===== src/rtl/core/tle_pkg.sv =====
package tle_pkg;

   localparam int RING_SLOTS_DEFAULT = 128;

   localparam logic [2:0] KIND_ECHO    = 3'd0;
   localparam logic [2:0] KIND_BELL    = 3'd1;
   localparam logic [2:0] KIND_CRLF    = 3'd2;
   localparam logic [2:0] KIND_ERASE   = 3'd3;
   localparam logic [2:0] KIND_DATA    = 3'd4;
   localparam logic [2:0] KIND_EMPTY   = 3'd5;
   localparam logic [2:0] KIND_REFUSED = 3'd6;

   localparam logic ACTION_CHAR = 1'b0;
   localparam logic ACTION_READ = 1'b1;

   localparam logic [7:0] CHAR_BS   = 8'h08;
   localparam logic [7:0] CHAR_DEL  = 8'h7F;
   localparam logic [7:0] CHAR_ETB  = 8'h17;
   localparam logic [7:0] CHAR_NAK  = 8'h15;
   localparam logic [7:0] CHAR_CR   = 8'h0D;
   localparam logic [7:0] CHAR_LF   = 8'h0A;
   localparam logic [7:0] CHAR_BEL  = 8'h07;
   localparam logic [7:0] CHAR_TAB  = 8'h09;
   localparam logic [7:0] CHAR_SP   = 8'h20;

   typedef struct packed {
      logic       action;
      logic [7:0] char_in;
   } req_type;

   typedef struct packed {
      logic [2:0] kind;
      logic [7:0] byte_out;
      logic [6:0] erase_count;
   } rsp_type;

   function automatic logic is_white(input logic [7:0] c);
      return (c == CHAR_SP) || ((c >= CHAR_TAB) && (c <= CHAR_CR));
   endfunction

endpackage


===== src/rtl/core/terminal_line_editor_unit.sv =====
// Channel  Dir  Handshake            Word
// req      in   req_valid/req_ready  tle_pkg::req_type (action, char_in)
// rsp      out  rsp_valid/rsp_ready  tle_pkg::rsp_type (kind, byte_out, erase_count)
//
// One word at a time. A plain character, CR, backspace, Ctrl-U, refusal or empty read
// goes from idle straight to the done state; a read pop first passes the read state.
// Ctrl-W walks the ring one entry per cycle, one step per erased character, plus one
// step when it stops on whitespace; the walk stops at the read pointer.
// Synchronous reset empties the ring pointers and returns to editing mode; no clearing pass.
// A result waits in the output register; req_ready returns as soon as the unit is idle,
// and a finished item stalls only if the previous result has not been taken.
module terminal_line_editor_unit #(
   parameter int RING_SLOTS = tle_pkg::RING_SLOTS_DEFAULT
) (
   input  logic             clock,
   input  logic             reset,
   input  logic             req_valid,
   output logic             req_ready,
   input  tle_pkg::req_type req_data,
   output logic             rsp_valid,
   input  logic             rsp_ready,
   output tle_pkg::rsp_type rsp_data
);

   localparam int PTR_W = $clog2(RING_SLOTS);
   localparam int CW    = (PTR_W > 7) ? PTR_W : 7;
   localparam logic [PTR_W-1:0] LAST_SLOT  = PTR_W'(RING_SLOTS - 1);
   localparam logic [PTR_W-1:0] FULL_LEN   = PTR_W'(RING_SLOTS - 2);

   localparam logic [1:0] S_IDLE = 2'd0;
   localparam logic [1:0] S_READ = 2'd1;
   localparam logic [1:0] S_WORD = 2'd2;
   localparam logic [1:0] S_DONE = 2'd3;

   logic [7:0] line_store_ff [RING_SLOTS];
   logic [7:0] rdata_ff;

   logic [1:0]       state_ff, state_in;
   logic [PTR_W-1:0] wr_ff, wr_in;
   logic [PTR_W-1:0] rd_ff, rd_in;
   logic             complete_ff, complete_in;
   logic [2:0]       kind_ff, kind_in;
   logic [7:0]       byte_ff, byte_in;
   logic [PTR_W-1:0] count_ff, count_in;
   logic             rsp_valid_ff, rsp_valid_in;
   tle_pkg::rsp_type rsp_data_ff, rsp_data_in;

   logic             mem_we, mem_re;
   logic [PTR_W-1:0] mem_waddr, mem_raddr;
   logic [7:0]       mem_wdata;

   logic [PTR_W:0]   diff;
   logic [PTR_W-1:0] len;
   logic             complete_eff;
   logic             req_fire;
   logic [PTR_W-1:0] wr_prev, wr_prev2, wr_next, rd_next;
   logic [CW-1:0]    cnt_wide;
   logic [6:0]       cnt_sat;

   function automatic logic [PTR_W-1:0] slot_next(input logic [PTR_W-1:0] p);
      return (p == LAST_SLOT) ? '0 : PTR_W'(p + 1'b1);
   endfunction

   function automatic logic [PTR_W-1:0] slot_prev(input logic [PTR_W-1:0] p);
      return (p == '0) ? LAST_SLOT : PTR_W'(p - 1'b1);
   endfunction

   assign diff = {1'b0, wr_ff} - {1'b0, rd_ff};
   assign len  = diff[PTR_W] ? PTR_W'(diff + (PTR_W+1)'(RING_SLOTS)) : diff[PTR_W-1:0];

   // A completed line with nothing left counts as editing.
   assign complete_eff = complete_ff && (len != '0);

   assign req_ready = (state_ff == S_IDLE);
   assign req_fire  = req_valid && req_ready;

   assign wr_prev  = slot_prev(wr_ff);
   assign wr_prev2 = slot_prev(wr_prev);
   assign wr_next  = slot_next(wr_ff);
   assign rd_next  = slot_next(rd_ff);

   assign cnt_wide = CW'(count_ff);
   assign cnt_sat  = (cnt_wide > CW'(127)) ? 7'd127 : cnt_wide[6:0];

   // Writes happen only on accepting a character, and no read is issued in that cycle,
   // so a read never meets a write to the same slot.
   always_ff @(posedge clock) begin
      if (mem_we) begin
         line_store_ff[mem_waddr] <= mem_wdata;
      end
      if (mem_re) begin
         rdata_ff <= line_store_ff[mem_raddr];
      end
   end

   always_comb begin
      state_in     = state_ff;
      wr_in        = wr_ff;
      rd_in        = rd_ff;
      complete_in  = complete_eff;
      kind_in      = kind_ff;
      byte_in      = byte_ff;
      count_in     = count_ff;
      mem_we       = 1'b0;
      mem_waddr    = wr_ff;
      mem_wdata    = req_data.char_in;
      mem_re       = 1'b0;
      mem_raddr    = rd_ff;
      rsp_valid_in = rsp_valid_ff && !rsp_ready;
      rsp_data_in  = rsp_data_ff;

      unique case (state_ff)
         S_IDLE: begin
            if (req_fire) begin
               byte_in  = '0;
               count_in = '0;
               state_in = S_DONE;
               priority if (req_data.action == tle_pkg::ACTION_READ) begin
                  if (!complete_eff) begin
                     kind_in = tle_pkg::KIND_EMPTY;
                  end else begin
                     mem_re    = 1'b1;
                     mem_raddr = rd_ff;
                     state_in  = S_READ;
                  end
               end else if (complete_eff) begin
                  kind_in = tle_pkg::KIND_REFUSED;
               end else if (req_data.char_in == tle_pkg::CHAR_CR) begin
                  mem_we      = 1'b1;
                  mem_wdata   = tle_pkg::CHAR_LF;
                  wr_in       = wr_next;
                  complete_in = 1'b1;
                  kind_in     = tle_pkg::KIND_CRLF;
                  byte_in     = tle_pkg::CHAR_CR;
               end else if (req_data.char_in == tle_pkg::CHAR_BS ||
                            req_data.char_in == tle_pkg::CHAR_DEL) begin
                  if (len == '0) begin
                     kind_in = tle_pkg::KIND_BELL;
                     byte_in = tle_pkg::CHAR_BEL;
                  end else begin
                     wr_in    = wr_prev;
                     kind_in  = tle_pkg::KIND_ERASE;
                     count_in = PTR_W'(1);
                  end
               end else if (req_data.char_in == tle_pkg::CHAR_ETB) begin
                  kind_in = tle_pkg::KIND_ERASE;
                  if (len != '0) begin
                     mem_re    = 1'b1;
                     mem_raddr = wr_prev;
                     state_in  = S_WORD;
                  end
               end else if (req_data.char_in == tle_pkg::CHAR_NAK) begin
                  kind_in  = tle_pkg::KIND_ERASE;
                  count_in = len;
                  wr_in    = rd_ff;
               end else if (len >= FULL_LEN) begin
                  kind_in = tle_pkg::KIND_BELL;
                  byte_in = tle_pkg::CHAR_BEL;
               end else begin
                  mem_we  = 1'b1;
                  wr_in   = wr_next;
                  kind_in = tle_pkg::KIND_ECHO;
                  byte_in = req_data.char_in;
               end
            end
         end
         S_READ: begin
            kind_in  = tle_pkg::KIND_DATA;
            byte_in  = rdata_ff;
            rd_in    = rd_next;
            if (rd_next == wr_ff) begin
               complete_in = 1'b0;
            end
            state_in = S_DONE;
         end
         S_WORD: begin
            // rdata_ff holds the byte before the cursor; fetch the next one ahead.
            if (tle_pkg::is_white(rdata_ff)) begin
               state_in = S_DONE;
            end else begin
               wr_in    = wr_prev;
               count_in = PTR_W'(count_ff + 1'b1);
               if (wr_prev == rd_ff) begin
                  state_in = S_DONE;
               end else begin
                  mem_re    = 1'b1;
                  mem_raddr = wr_prev2;
               end
            end
         end
         S_DONE: begin
            if (!rsp_valid_ff || rsp_ready) begin
               rsp_valid_in            = 1'b1;
               rsp_data_in.kind        = kind_ff;
               rsp_data_in.byte_out    = byte_ff;
               rsp_data_in.erase_count = cnt_sat;
               state_in                = S_IDLE;
            end
         end
      endcase
   end

   always_ff @(posedge clock) begin
      if (reset) begin
         state_ff     <= S_IDLE;
         wr_ff        <= '0;
         rd_ff        <= '0;
         complete_ff  <= 1'b0;
         rsp_valid_ff <= 1'b0;
      end else begin
         state_ff     <= state_in;
         wr_ff        <= wr_in;
         rd_ff        <= rd_in;
         complete_ff  <= complete_in;
         rsp_valid_ff <= rsp_valid_in;
      end
   end

   always_ff @(posedge clock) begin
      kind_ff     <= kind_in;
      byte_ff     <= byte_in;
      count_ff    <= count_in;
      rsp_data_ff <= rsp_data_in;
   end

   assign rsp_valid = rsp_valid_ff;
   assign rsp_data  = rsp_data_ff;

endmodule


===== config.mk =====
export PLATFORM = sky130hd
export DESIGN_NAME = terminal_line_editor_unit
export DESIGN_NICKNAME = d
export VERILOG_FILES = /design/src/rtl/core/tle_pkg.sv /design/src/rtl/core/terminal_line_editor_unit.sv
export SDC_FILE = /design/constraint.sdc
export NUM_CORES = 2
export LEC_CHECK = 0
export ABC_CLOCK_PERIOD_IN_PS = 10700
export BUFFER_PORTS_ARGS = -buffer_cell sky130_fd_sc_hd__buf_2
export CAP_MARGIN = 30
export CORE_MARGIN = 1
export CORE_UTILIZATION = 45
export CTS_CLUSTER_DIAMETER = 120
export DETAILED_ROUTE_END_ITERATION = 16
export HOLD_SLACK_MARGIN = 0.08
export PLACE_DENSITY = 0.61
export SETUP_SLACK_MARGIN = 0.5
export SYNTH_ARGS = -nofsm -noshare
export SYNTH_HDL_FRONTEND = slang
export SYNTH_SLANG_ARGS = --single-unit

===== constraint.sdc =====
create_clock -name clock -period 10.7 [get_ports clock]
set_clock_uncertainty 0.2 [all_clocks]
set_input_delay 0.535 -clock clock [delete_from_list [all_inputs] [get_ports clock]]
set_output_delay 0.535 -clock clock [all_outputs]
set_load 0.02 [all_outputs]

==> impl_metrics.env <==
export IMPL_drt_total_wl_um=132000
export IMPL_floorplan_rows=117
export IMPL_hold_path_end="rsp_data[16]"
export IMPL_tritoncts="done"
export IMPL_finalCriticalPeriod_ps=7930
export IMPL_clkLatencyLatePin_ps=700
export IMPL_regToRegSetupSlack_ps=2770
export IMPL_synthCells=3262
export IMPL_cpLargestDelayFamily="compound AO/OA/AOI/OAI gates"
export IMPL_root_driver="clkbuf_16"
export IMPL_final_layout_size_suffix_gt1_frac=0.0956
export IMPL_met3WireLength_um=10400
export IMPL_area_growth_pct=10.8
export IMPL_leakage_nw=16.7
export IMPL_max_clock_path_buffers=3
export IMPL_io_buffers=32
export IMPL_synth_avg_cell_area_sq_um=14.2
export IMPL_clock_sinks=1086
export IMPL_first_global_vias=28600
export IMPL_synthTopCellsByArea="edfxtp_1 (69%), and3_1 (5.3%), a2111oi_0 (4.9%)"
export IMPL_number_of_warning_messages_in_the_yosys_log=0
export IMPL_synth_seq_area_share=0.702
export IMPL_timing_final_hold_violations=0
export IMPL_path_class_of_the_lowest_slack_min_delay_path="reg -> reg"
export IMPL_cts_inserted_buffers=109
export IMPL_grt_setup_unrepaired="false"
export IMPL_timing_rr_start="mem_waddr[0]"
export IMPL_grt_max_degree=237
export IMPL_drt_pass1_iter_count=6
export IMPL_core_region_area_sq_um=102000
export IMPL_grt_pass1_wl_um=195000
export IMPL_fp_dieH_um=322
export IMPL_floorplan_die_area_sq_um=104000
export IMPL_num_vias=30000
export IMPL_crit_path_end_kind="flop"
export IMPL_clkTransAtPathRegs_ps=60
export IMPL_routed_length_on_met2_um=60200
export IMPL_synth_area_sq_um=46200
export IMPL_worstPathCellList="clkinv_1 -> ha_1 -> inv_1 -> fa_1 -> a211oi_1 -> o211ai_1 -> nand2_1 -> nor3_1 -> a211o_1 -> o21a_1 -> a211o_4 -> buf_4 -> buf_16 -> a2111oi_0 -> or4_1 -> a22oi_1 -> nand4_1 -> a211oi_2"
export IMPL_post_cts_sizing_count=0
export IMPL_critical_path_peak_fanout=76
export IMPL_drt_wirelength_per_cell_um=28.4
export IMPL_status="finished clean"
export IMPL_route_detailed_drc=0
export IMPL_grt_overflow_total=0
export IMPL_netlist_top_cell_by_area="edfxtp_1"
export IMPL_nFillCells=8530
export IMPL_ys_ff_latch=1086
export IMPL_wl_met1_um=57000
export IMPL_timing_hold_worst_start="kind_ff[1]"
export IMPL_mostFrequentLayoutCells="edfxtp_1 (1068), and3_1 (389), a2111oi_0 (254), nand2_1 (219), nor2_1 (185)"
export IMPL_worst_setup_path_type="reg -> reg"
export IMPL_die_w_um=322
export IMPL_timing_rr_end="rdata_ff[3]"
export IMPL_post_dp_hpwl_um=79300
export IMPL_cp_required_ps=11030
export IMPL_setup_viol_count_final=0
export IMPL_cpPeakStageDelay_ps=940
export IMPL_place_gp_congestion=0.905
export IMPL_synth_edff_count=1068
export IMPL_async_reset_ff_frac=0
export IMPL_cp_data_arrival_time_ps=8260
export IMPL_fin_util=0.503
export IMPL_max_vdd_ir_drop_uv=174
export IMPL_setup_tns_final_ps=0
export IMPL_critPathSlowestCell="dfxtp_1"
export IMPL_htree_num_levels=3
export IMPL_top_layer_used="met4"
export IMPL_synth_top_flop_cell="edfxtp_1"
export IMPL_detail_route_iter0_violations=3518
export IMPL_cap_violations=0
export IMPL_layout_cells_most_common="edfxtp_1"
export IMPL_worstRegToRegCells=18
export IMPL_grt_antenna_before_repair=0
export IMPL_detail_route_vias_per_cell=6.44
export IMPL_syn_num_nets=3293
export IMPL_power_density_nw_per_um2=255
export IMPL_max_slew_violation_total_from_the_final_report=0
export IMPL_timing_critical_path_buf_inv=4
export IMPL_finish_net_count=3235
export IMPL_num_io_pins=33
export IMPL_start_kind="flop"
export IMPL_antennaDiodeCount=0
export IMPL_global_route_usage_total=0.252
export IMPL_post_synth_top_area_fraction=0.694
export IMPL_min_period_over_period=0.741
export IMPL_synth_cell_types=90
export IMPL_relSlewSlack=0.245
export IMPL_antenna_violating_nets_post_route=0
export IMPL_whs_path_depth=0
export IMPL_crit_start="mem_waddr[0]"
export IMPL_fmax_mhz=126
export IMPL_tightestPinTransition_ps=1100
export IMPL_initial_standard_cell_utilization_of_the_core=0.454
[per-stage QoR]
stage | setup WS [ps] | area (sq um) | power (mW) | std cells | hold slack [ps]
after global routing | 2220 | 51200 | 13.5 | 4662 | 230
after detailed placement | 2900 | 47700 | 9.31 | 4453 | 205
after global placement | 2910 | 47500 | 9.23 | 4439 | 212
after floorplan | 3760 | 46200 | 7.78 | 3262 | 200
final | 2770 | 51200 | 13.0 | 4662 | 218
after CTS | 2940 | 51100 | 13.0 | 4658 | 219
[logic make-up (layout without fill, tap and decap cells)]
kind of cell,Yosys count,in the layout,share of synthesized area
XOR/XNOR,33,33,0.00642
AND/OR/NAND/NOR,1074,1074,0.128
flip-flops,1086,1086,0.702
multiplexers,54,54,0.0120
adder cells (fa/ha/maj),18,18,0.00504
buffers and inverters,307,339,0.0282
AO/OA/AOI/OAI,690,690,0.119
[sequential cells by signal, summed over array words and instances, names as in the netlist]
signal and count:
cnt_wide 7, complete_ff 1, rsp_data 18, rsp_valid 1, rd_ff 7, state_ff 2, rdata_ff 8, mem_waddr 7
byte_ff 8, kind_ff 3, line_store_ff 1024
[repair_timing]
item                                   in CTS  in global routing
endpoints found under the hold margin      20                  0
buffers inserted                            0                  0
hold buffers                                4                  0
[metal layers]
metal	GRT usage	vias to the layer above
li1	-	13100
met1	0.367	15300
met2	0.385	1396
met3	0.0387	249
met4	0.0890	0
met5	0	-
[synthesized netlist by cell type, types with 9 or more instances]
master / instances
a32oi_1: 49
a21oi_1: 27
nor2b_1: 12
nor2_1: 185
nand2_1: 219
nand4_1: 33
a22oi_1: 33
xnor2_1: 20
mux2i_1: 51
nor3_1: 24
ha_1: 17
o21bai_1: 10
xor2_1: 12
dfxtp_1: 18
nand3_1: 65
a211oi_1: 138
o22a_1: 9
inv_1: 16
or4_1: 66
and4_1: 17
and3_1: 389
a211oi_2: 9
o22ai_1: 11
o21ai_0: 79
edfxtp_1: 1068
clkbuf_1: 208
buf_2: 59
a2111oi_0: 256
[power breakdown]
group | internal, mW | leakage [nW] | total, mW | switching (mW)
clock network | 2.07 | 1.66 | 3.68 | 1.61
registers | 4.82 | 9.76 | 4.92 | 0.102
logic | 1.34 | 5.25 | 4.43 | 3.09
[cell type report]
class	instances	area, sq um	share of cell area
clock inverter	65	581	0.0113
clock buffer	136	2830	0.0553
tap	1368	1710	0.0334
multi-input combinational	1869	12600	0.245
inverter	20	75.1	0.00147
timing repair buffer	118	1010	0.0196
sequential	1086	32400	0.633
[worst max path at each step]
stage | slack (ps) | end | depth (start not counted)
floorplan | 3760 | line_store_ff[0][0] | 15
global placement | 2910 | rdata_ff[3] | 17
detailed placement | 2900 | rdata_ff[3] | 18
CTS | 2940 | rdata_ff[5] | 18
global route | 2220 | rdata_ff[5] | 18
finish | 2770 | rdata_ff[3] | 18
(Power assumes the default switching activity.)
